===== src/rtl/uer_pkg.sv =====
// shared types and constants for the ultrasonic echo ranger
`timescale 1ns / 1ps

package uer_pkg;

    localparam int TIME_W  = 32;
    localparam int DIST_W  = 26;
    localparam int CFG_W   = 16;
    localparam int WAIT_W  = 17;
    localparam int QUOT_W  = TIME_W - 2;
    localparam int RECIP_W = 31;
    localparam int PROD_W  = QUOT_W + RECIP_W;
    localparam int RECIP_SHIFT = 35;

    // ceil(2^35 / 29), exact for any 30-bit dividend
    localparam logic [RECIP_W-1:0] RECIP_29 = 31'd1184818565;

    localparam logic [WAIT_W-1:0] WAIT_MAX      = '1;
    localparam logic [CFG_W-1:0]  TIMEOUT_RESET = 16'd8000;
    localparam logic [CFG_W-1:0]  RANGE_RESET   = 16'd300;

    typedef enum logic [0:0] {
        REG_TIMEOUT   = 1'b0,
        REG_MAX_RANGE = 1'b1
    } cfg_idx_t;

    typedef enum logic [2:0] {
        PH_IDLE = 3'd0,
        PH_SEND = 3'd1,
        PH_STOP = 3'd2,
        PH_RISE = 3'd3,
        PH_FALL = 3'd4
    } phase_t;

    typedef struct packed {
        logic              trig;
        logic              done;
        logic              tout;
        logic [TIME_W-1:0] echo_time;
    } item_t;

endpackage


===== src/rtl/uer_seq.sv =====
// ranging sequencer with its first pipeline register
`timescale 1ns / 1ps

module uer_seq (
    input  logic                           clk,
    input  logic                           rst_n,
    input  logic                           in_valid,
    output logic                           in_ready,
    input  logic                           echo_level,
    input  logic [uer_pkg::TIME_W-1:0]     time_us,
    input  logic [uer_pkg::CFG_W-1:0]      timeout_ticks,
    output logic                           s1_valid,
    input  logic                           s1_ready,
    output uer_pkg::item_t                 s1_item
);
    import uer_pkg::*;

    phase_t             phase_reg, phase_next;
    logic [WAIT_W-1:0]  wait_reg, wait_next;
    logic [TIME_W-1:0]  start_reg, start_next;
    logic [TIME_W-1:0]  held_reg, held_next;
    logic               trig_reg, trig_next;
    logic               done, tout;
    logic [WAIT_W-1:0]  wait_bump;
    logic               limit_hit;
    logic               accept;
    logic               v1_reg;
    item_t              item1_reg;

    assign accept    = in_valid && in_ready;
    assign in_ready  = !v1_reg || s1_ready;
    assign wait_bump = (wait_reg == WAIT_MAX) ? wait_reg : wait_reg + 1'b1;
    assign limit_hit = wait_bump > {1'b0, timeout_ticks};

    always_comb
    begin
        phase_next = phase_reg;
        wait_next  = wait_reg;
        start_next = start_reg;
        held_next  = held_reg;
        trig_next  = trig_reg;
        done       = 1'b0;
        tout       = 1'b0;
        unique case (phase_reg)
            PH_IDLE:
            begin
                trig_next  = 1'b0;
                phase_next = PH_SEND;
            end
            PH_SEND:
            begin
                trig_next  = 1'b1;
                phase_next = PH_STOP;
            end
            PH_STOP:
            begin
                trig_next  = 1'b0;
                wait_next  = '0;
                phase_next = PH_RISE;
            end
            PH_RISE:
            begin
                if (echo_level)
                begin
                    start_next = time_us;
                    phase_next = PH_FALL;
                end
                wait_next = wait_bump;
                if (limit_hit)
                begin
                    phase_next = PH_IDLE;
                    tout       = 1'b1;
                end
            end
            PH_FALL:
            begin
                if (!echo_level)
                begin
                    held_next  = time_us - start_reg;
                    phase_next = PH_IDLE;
                    done       = 1'b1;
                end
                wait_next = wait_bump;
                if (limit_hit)
                begin
                    phase_next = PH_IDLE;
                    tout       = 1'b1;
                end
            end
            default:
            begin
                phase_next = PH_IDLE;
            end
        endcase
    end

    always_ff @(posedge clk or negedge rst_n)
    begin
        if (!rst_n)
        begin
            phase_reg <= PH_IDLE;
            wait_reg  <= '0;
            start_reg <= '0;
            held_reg  <= '0;
            trig_reg  <= 1'b0;
        end
        else if (accept)
        begin
            phase_reg <= phase_next;
            wait_reg  <= wait_next;
            start_reg <= start_next;
            held_reg  <= held_next;
            trig_reg  <= trig_next;
        end
    end

    always_ff @(posedge clk or negedge rst_n)
    begin
        if (!rst_n)
            v1_reg <= 1'b0;
        else if (in_ready)
            v1_reg <= accept;
    end

    always_ff @(posedge clk)
    begin
        if (accept)
        begin
            item1_reg.trig      <= trig_next;
            item1_reg.done      <= done;
            item1_reg.tout      <= tout;
            item1_reg.echo_time <= held_next;
        end
    end

    assign s1_valid = v1_reg;
    assign s1_item  = item1_reg;

endmodule


===== src/rtl/uer_div.sv =====
// distance stage: echo time divided by 116 through a reciprocal multiply
`timescale 1ns / 1ps

module uer_div (
    input  logic                           clk,
    input  logic                           rst_n,
    input  logic                           s1_valid,
    output logic                           s1_ready,
    input  uer_pkg::item_t                 s1_item,
    output logic                           s2_valid,
    input  logic                           s2_ready,
    output uer_pkg::item_t                 s2_item,
    output logic [uer_pkg::DIST_W-1:0]     s2_dist
);
    import uer_pkg::*;

    logic [QUOT_W-1:0] quot4;
    logic [PROD_W-1:0] prod;
    logic              v2_reg;
    item_t             item2_reg;
    logic [DIST_W-1:0] dist_reg;

    // divide by 4 first, then by 29
    assign quot4    = s1_item.echo_time[TIME_W-1:2];
    assign prod     = PROD_W'(quot4) * PROD_W'(RECIP_29);
    assign s1_ready = !v2_reg || s2_ready;

    always_ff @(posedge clk or negedge rst_n)
    begin
        if (!rst_n)
            v2_reg <= 1'b0;
        else if (s1_ready)
            v2_reg <= s1_valid;
    end

    always_ff @(posedge clk)
    begin
        if (s1_ready && s1_valid)
        begin
            item2_reg <= s1_item;
            dist_reg  <= prod[RECIP_SHIFT +: DIST_W];
        end
    end

    assign s2_valid = v2_reg;
    assign s2_item  = item2_reg;
    assign s2_dist  = dist_reg;

endmodule


===== src/rtl/uer_out.sv =====
// output register with the range check
`timescale 1ns / 1ps

module uer_out (
    input  logic                           clk,
    input  logic                           rst_n,
    input  logic                           s2_valid,
    output logic                           s2_ready,
    input  uer_pkg::item_t                 s2_item,
    input  logic [uer_pkg::DIST_W-1:0]     s2_dist,
    input  logic [uer_pkg::CFG_W-1:0]      max_range_cm,
    output logic                           out_valid,
    input  logic                           out_ready,
    output logic                           trigger_level,
    output logic                           measurement_done,
    output logic                           timed_out,
    output logic [uer_pkg::TIME_W-1:0]     echo_time_us,
    output logic [uer_pkg::DIST_W-1:0]     distance_cm,
    output logic                           in_range
);
    import uer_pkg::*;

    logic              v3_reg;
    item_t             item3_reg;
    logic [DIST_W-1:0] dist3_reg;
    logic              range3_reg;
    logic              range_ok;

    assign range_ok = (s2_dist != '0) && (s2_dist < DIST_W'(max_range_cm));
    assign s2_ready = !v3_reg || out_ready;

    always_ff @(posedge clk or negedge rst_n)
    begin
        if (!rst_n)
            v3_reg <= 1'b0;
        else if (s2_ready)
            v3_reg <= s2_valid;
    end

    always_ff @(posedge clk)
    begin
        if (s2_ready && s2_valid)
        begin
            item3_reg  <= s2_item;
            dist3_reg  <= s2_dist;
            range3_reg <= range_ok;
        end
    end

    assign out_valid        = v3_reg;
    assign trigger_level    = item3_reg.trig;
    assign measurement_done = item3_reg.done;
    assign timed_out        = item3_reg.tout;
    assign echo_time_us     = item3_reg.echo_time;
    assign distance_cm      = dist3_reg;
    assign in_range         = range3_reg;

endmodule


===== src/rtl/ultrasonic_echo_ranger_top.sv =====
// top level of the ultrasonic echo ranger
`timescale 1ns / 1ps

// usage
// the input channel takes one timer tick per transaction: echo_level is the
// sampled echo pin and time_us the free-running microsecond timestamp
// every input transaction yields exactly one output transaction: trigger
// level, done and timeout flags, the held echo time, distance and range flag
// throughput: one tick per cycle unless back-pressure from out_ready stalls it;
// the sequencer step, the multiply by the reciprocal of 29 and the range
// compare each take one register stage
// configuration: cfg_index 0 is timeout_ticks, 1 is max_range_cm, written on
// any edge with cfg_wr_en high, to be used only while the block is idle
// reset: sequencer to idle phase, held time to zero, distance registers not
// reset, registers to 8000 ticks and 300 cm, pipeline empty
// stall: with out_ready low the pipeline fills and in_ready drops once all
// three stages hold a transaction; nothing is lost or repeated
module ultrasonic_echo_ranger_top (
    input  logic                           clk,
    input  logic                           rst_n,
    input  logic                           in_valid,
    output logic                           in_ready,
    input  logic                           echo_level,
    input  logic [uer_pkg::TIME_W-1:0]     time_us,
    output logic                           out_valid,
    input  logic                           out_ready,
    output logic                           trigger_level,
    output logic                           measurement_done,
    output logic                           timed_out,
    output logic [uer_pkg::TIME_W-1:0]     echo_time_us,
    output logic [uer_pkg::DIST_W-1:0]     distance_cm,
    output logic                           in_range,
    input  logic                           cfg_wr_en,
    input  uer_pkg::cfg_idx_t              cfg_index,
    input  logic [uer_pkg::CFG_W-1:0]      cfg_wdata
);
    import uer_pkg::*;

    logic [CFG_W-1:0]  timeout_reg;
    logic [CFG_W-1:0]  range_reg;
    logic              s1_valid, s1_ready;
    item_t             s1_item;
    logic              s2_valid, s2_ready;
    item_t             s2_item;
    logic [DIST_W-1:0] s2_dist;

    always_ff @(posedge clk or negedge rst_n)
    begin
        if (!rst_n)
        begin
            timeout_reg <= TIMEOUT_RESET;
            range_reg   <= RANGE_RESET;
        end
        else if (cfg_wr_en)
        begin
            unique case (cfg_index)
                REG_TIMEOUT:   timeout_reg <= cfg_wdata;
                REG_MAX_RANGE: range_reg   <= cfg_wdata;
                default:       ;
            endcase
        end
    end

    uer_seq u_seq (
        .clk           (clk),
        .rst_n         (rst_n),
        .in_valid      (in_valid),
        .in_ready      (in_ready),
        .echo_level    (echo_level),
        .time_us       (time_us),
        .timeout_ticks (timeout_reg),
        .s1_valid      (s1_valid),
        .s1_ready      (s1_ready),
        .s1_item       (s1_item)
    );

    uer_div u_div (
        .clk      (clk),
        .rst_n    (rst_n),
        .s1_valid (s1_valid),
        .s1_ready (s1_ready),
        .s1_item  (s1_item),
        .s2_valid (s2_valid),
        .s2_ready (s2_ready),
        .s2_item  (s2_item),
        .s2_dist  (s2_dist)
    );

    uer_out u_out (
        .clk              (clk),
        .rst_n            (rst_n),
        .s2_valid         (s2_valid),
        .s2_ready         (s2_ready),
        .s2_item          (s2_item),
        .s2_dist          (s2_dist),
        .max_range_cm     (range_reg),
        .out_valid        (out_valid),
        .out_ready        (out_ready),
        .trigger_level    (trigger_level),
        .measurement_done (measurement_done),
        .timed_out        (timed_out),
        .echo_time_us     (echo_time_us),
        .distance_cm      (distance_cm),
        .in_range         (in_range)
    );

    // the trigger pulse tick never carries a result or a timeout
    a_trig_alone: assert property (@(posedge clk) disable iff (!rst_n)
        out_valid && trigger_level |-> !measurement_done && !timed_out)
        else $error("trigger pulse coincides with a result flag");

    // a zero distance is never in range
    a_range_nonzero: assert property (@(posedge clk) disable iff (!rst_n)
        out_valid && in_range |-> distance_cm != '0)
        else $error("zero distance reported in range");

    // back-pressure on the input only comes from a full pipeline
    a_stall_source: assert property (@(posedge clk) disable iff (!rst_n)
        !in_ready |-> out_valid && !out_ready && s1_valid && s2_valid)
        else $error("input stalled with room in the pipeline");

endmodule

===== config.mk =====
export PLATFORM = sky130hd
export DESIGN_NAME = ultrasonic_echo_ranger_top
export DESIGN_NICKNAME = d
export VERILOG_FILES = /design/src/rtl/uer_pkg.sv /design/src/rtl/uer_seq.sv /design/src/rtl/uer_div.sv /design/src/rtl/uer_out.sv /design/src/rtl/ultrasonic_echo_ranger_top.sv
export SDC_FILE = /design/constraint.sdc
export NUM_CORES = 1
export LEC_CHECK = 0
export CORE_ASPECT_RATIO = 0.6
export CORE_MARGIN = 4
export CORE_UTILIZATION = 30
export DETAILED_ROUTE_END_ITERATION = 8
export DONT_BUFFER_PORTS = 1
export GPL_TIMING_DRIVEN = 1
export PLACE_DENSITY_LB_ADDON = 0.15
export SYNTH_ARGS = -nofsm -noshare
export SYNTH_HDL_FRONTEND = slang
export SYNTH_SLANG_ARGS = --single-unit

===== constraint.sdc =====
create_clock -name clk -period 11.5 [get_ports clk]
set_input_delay 1.725 -clock clk [delete_from_list [all_inputs] [get_ports clk]]
set_output_delay 1.725 -clock clk [all_outputs]
set_load 0.01 [all_outputs]

==> impl_metrics.ini <==
[worst_setup_path]
end_kind = flop
reg2reg_slack_ns = 3.13
critPathMaxFanout = 10
crit_arrival_ns = 8.73
critical_path_class = flop to flop
rr_startpoint = u_seq.s1_item[5]
rr_worst_depth = 25
cp-start-kind = flop
r2r_end = u_div.s2_dist[16]
crit_required_ns = 11.86

[sta]
timing.final.crit_period_ns = 8.37
worstMarginPinSlew_ns = 1.21
finalSetupViolCount = 0
skew_ns = 0.0149
rsz0062_at_grt = false
fin_setup_tns_ns = 0
slew_headroom = 0.187
slew_viol_final = 0
fmax_ghz = 0.119
setup_ws_ns = 3.13
period_share = 0.728
finalHoldViolations = 0

[grt]
grt_pass1_vias = 18800
gr-total-overflow = 0
grt_usage = 0.170
grt_pass1_wl_mm = 123
antenna_found_initial = 1
grt_max_degree = 121

[synthesis]
synth_top_area_cell = fa_1
synth_cell_type_count = 69
syn_avg_cell_area_um2 = 10.7
synth_nets = 3376
ys.flop_type = edfxtp_1
synth_commonest_cells = inv_1, ha_1, fa_1, nand2_1, edfxtp_1
synth_edf_count = 158
ys_ff_latch = 278
ys_seq_area_frac = 0.283
yosys.area.top_type_share = 0.250
syn_area_um2 = 27400
async_reset_ff_frac = 0.432
synth.most_common_cell = inv_1
syn_inst = 2557
synth_area_leaders = fa_1, ha_1, edfxtp_1
yosys_warnings = 0

[job]
drv_cap = 0

[clock_network]
clkSinkCount = 278
clock_path_buffers = 3
htree_levels = 1
cts_tree = yes
cts_buffers = 31
clk-insertion-delay-late_ns = 0.62
post_cts_buffers = 0
clk_pin_slew_ns = 0.07
cts_resized = 0
holdBufCountCts = 0
ctsRootBufferMaster = clkbuf_16

[detailed_routing]
avgRoutedWirePerCell_um = 21.2
num_vias = 17900
viasPerCell = 4.69
drt_first_pass_iters = 5
drc = 0
drt_iter0_drc = 1238
routed_wl_mm = 80.7
ant_nets = 0

[layout]
layout.nets = 3385
final_layout_size_suffix_gt1_frac = 0.0506
final_cells = 3810
area_growth_pct = 9.39
final_util = 0.333

[min_path]
hold_path_end = u_out.echo_time_us[30]
min_delay_path_depth = 0
hp-class = flop to flop
worstHoldStart = u_div.s2_item[30]

[place]
pre_cts_slack_ns = 3.11
dp_hpwl_mm = 67.9
place.gp.congestion = 0.919
io_buffers = 0
dpl.cell_count = 3751

[floorplan]
die-area_um2 = 96500
start_util = 0.304
die_y_um = 242
die_w_um = 398
core_um2 = 90200
num_rows = 85
io_pins = 119

[outcome]
status = complete, no violations
## worst max-delay path, stage by stage, from the launching register on
cell and delay, ns:
edfxtp_1 0.60, fa_1 0.69, inv_1 0.08, fa_1 0.60
inv_1 0.09, fa_1 0.50, inv_1 0.06, fa_1 0.55
fa_1 0.55, inv_1 0.07, fa_1 0.47, fa_1 0.54
inv_1 0.05, fa_1 0.39, inv_1 0.07, ha_1 0.27
a21oi_1 0.25, o21ai_0 0.15, and4_1 0.23, o31ai_1 0.21
a31oi_1 0.21, o41ai_1 0.61, o2111a_1 0.35, o21ai_1 0.16
a21o_1 0.21, xor2_1 0.14
## layout by cell type, fill, tap and decap left out, types with 11 or more instances in the layout
cell / Yosys / routed
nor2b_1: 11 / 11
nand3_1: 25 / 25
o21ai_0: 136 / 136
a31oi_1: 15 / 15
nand4_1: 21 / 21
inv_1: 631 / 630
o21a_1: 13 / 13
nor3_1: 13 / 13
nand2b_1: 11 / 11
o21bai_1: 11 / 11
xor2_1: 21 / 21
nand2_1: 181 / 180
ha_1: 422 / 422
buf_4: 0 / 12
xnor2_1: 47 / 47
clkbuf_16: 0 / 31
edfxtp_1: 158 / 158
o31ai_1: 15 / 15
a21o_1: 51 / 51
dfrtp_1: 110 / 110
fa_1: 342 / 342
mux2_2: 30 / 30
nor2_1: 49 / 48
a21oi_1: 88 / 88
## logic make-up after synthesis
family | Yosys count | share of synthesized area
multiplexers | 31 | 0.0127
adder cells (fa/ha/maj) | 764 | 0.442
buffers and inverters | 667 | 0.0913
AO/OA/AOI/OAI | 393 | 0.0900
flip-flops | 278 | 0.283
XOR/XNOR | 68 | 0.0217
AND/OR/NAND/NOR | 356 | 0.0594
## final cells by class
class / instances / area (um2)
diodes: 1 / 2.50
inverters: 631 / 2370
flip-flops and latches: 278 / 7760
clock inverters: 19 / 255
well taps: 1218 / 1520
clock buffers: 39 / 826
multi-input cells: 1612 / 17200
fillers: 9224 / 60200
repair buffers: 12 / 90.1
## stage by stage
stage / hold WS [ns] / area, um2
floorplan: 0.400 / 27400
global placement: 0.405 / 28900
detailed placement: 0.405 / 28900
CTS: 0.418 / 30000
global route: 0.430 / 30000
finish: 0.419 / 30000
## how the worst max path moves through the flow
stage	start	endpoint
2_1_floorplan	u_seq.s1_item[8]	u_div.s2_dist[25]
3_3_place_gp	u_seq.s1_item[5]	u_div.s2_dist[16]
3_5_place_dp	u_seq.s1_item[8]	u_div.s2_dist[23]
4_1_cts	u_seq.s1_item[8]	u_div.s2_dist[23]
5_1_grt	u_seq.s1_item[5]	u_div.s2_dist[16]
6_report	u_seq.s1_item[5]	u_div.s2_dist[16]
## layer usage
metal  vias to the layer above  global-route usage  wire [um]
li1                       8344                   -          -
met1                      8950               0.280      43700
met2                       512               0.210      28500
met3                        55              0.0603       7700
met4                         0              0.0182        840
met5                         -                   0          0
Power is not shown: default switching activity piles up to over one toggle a cycle in this logic, so the estimate is an artifact.
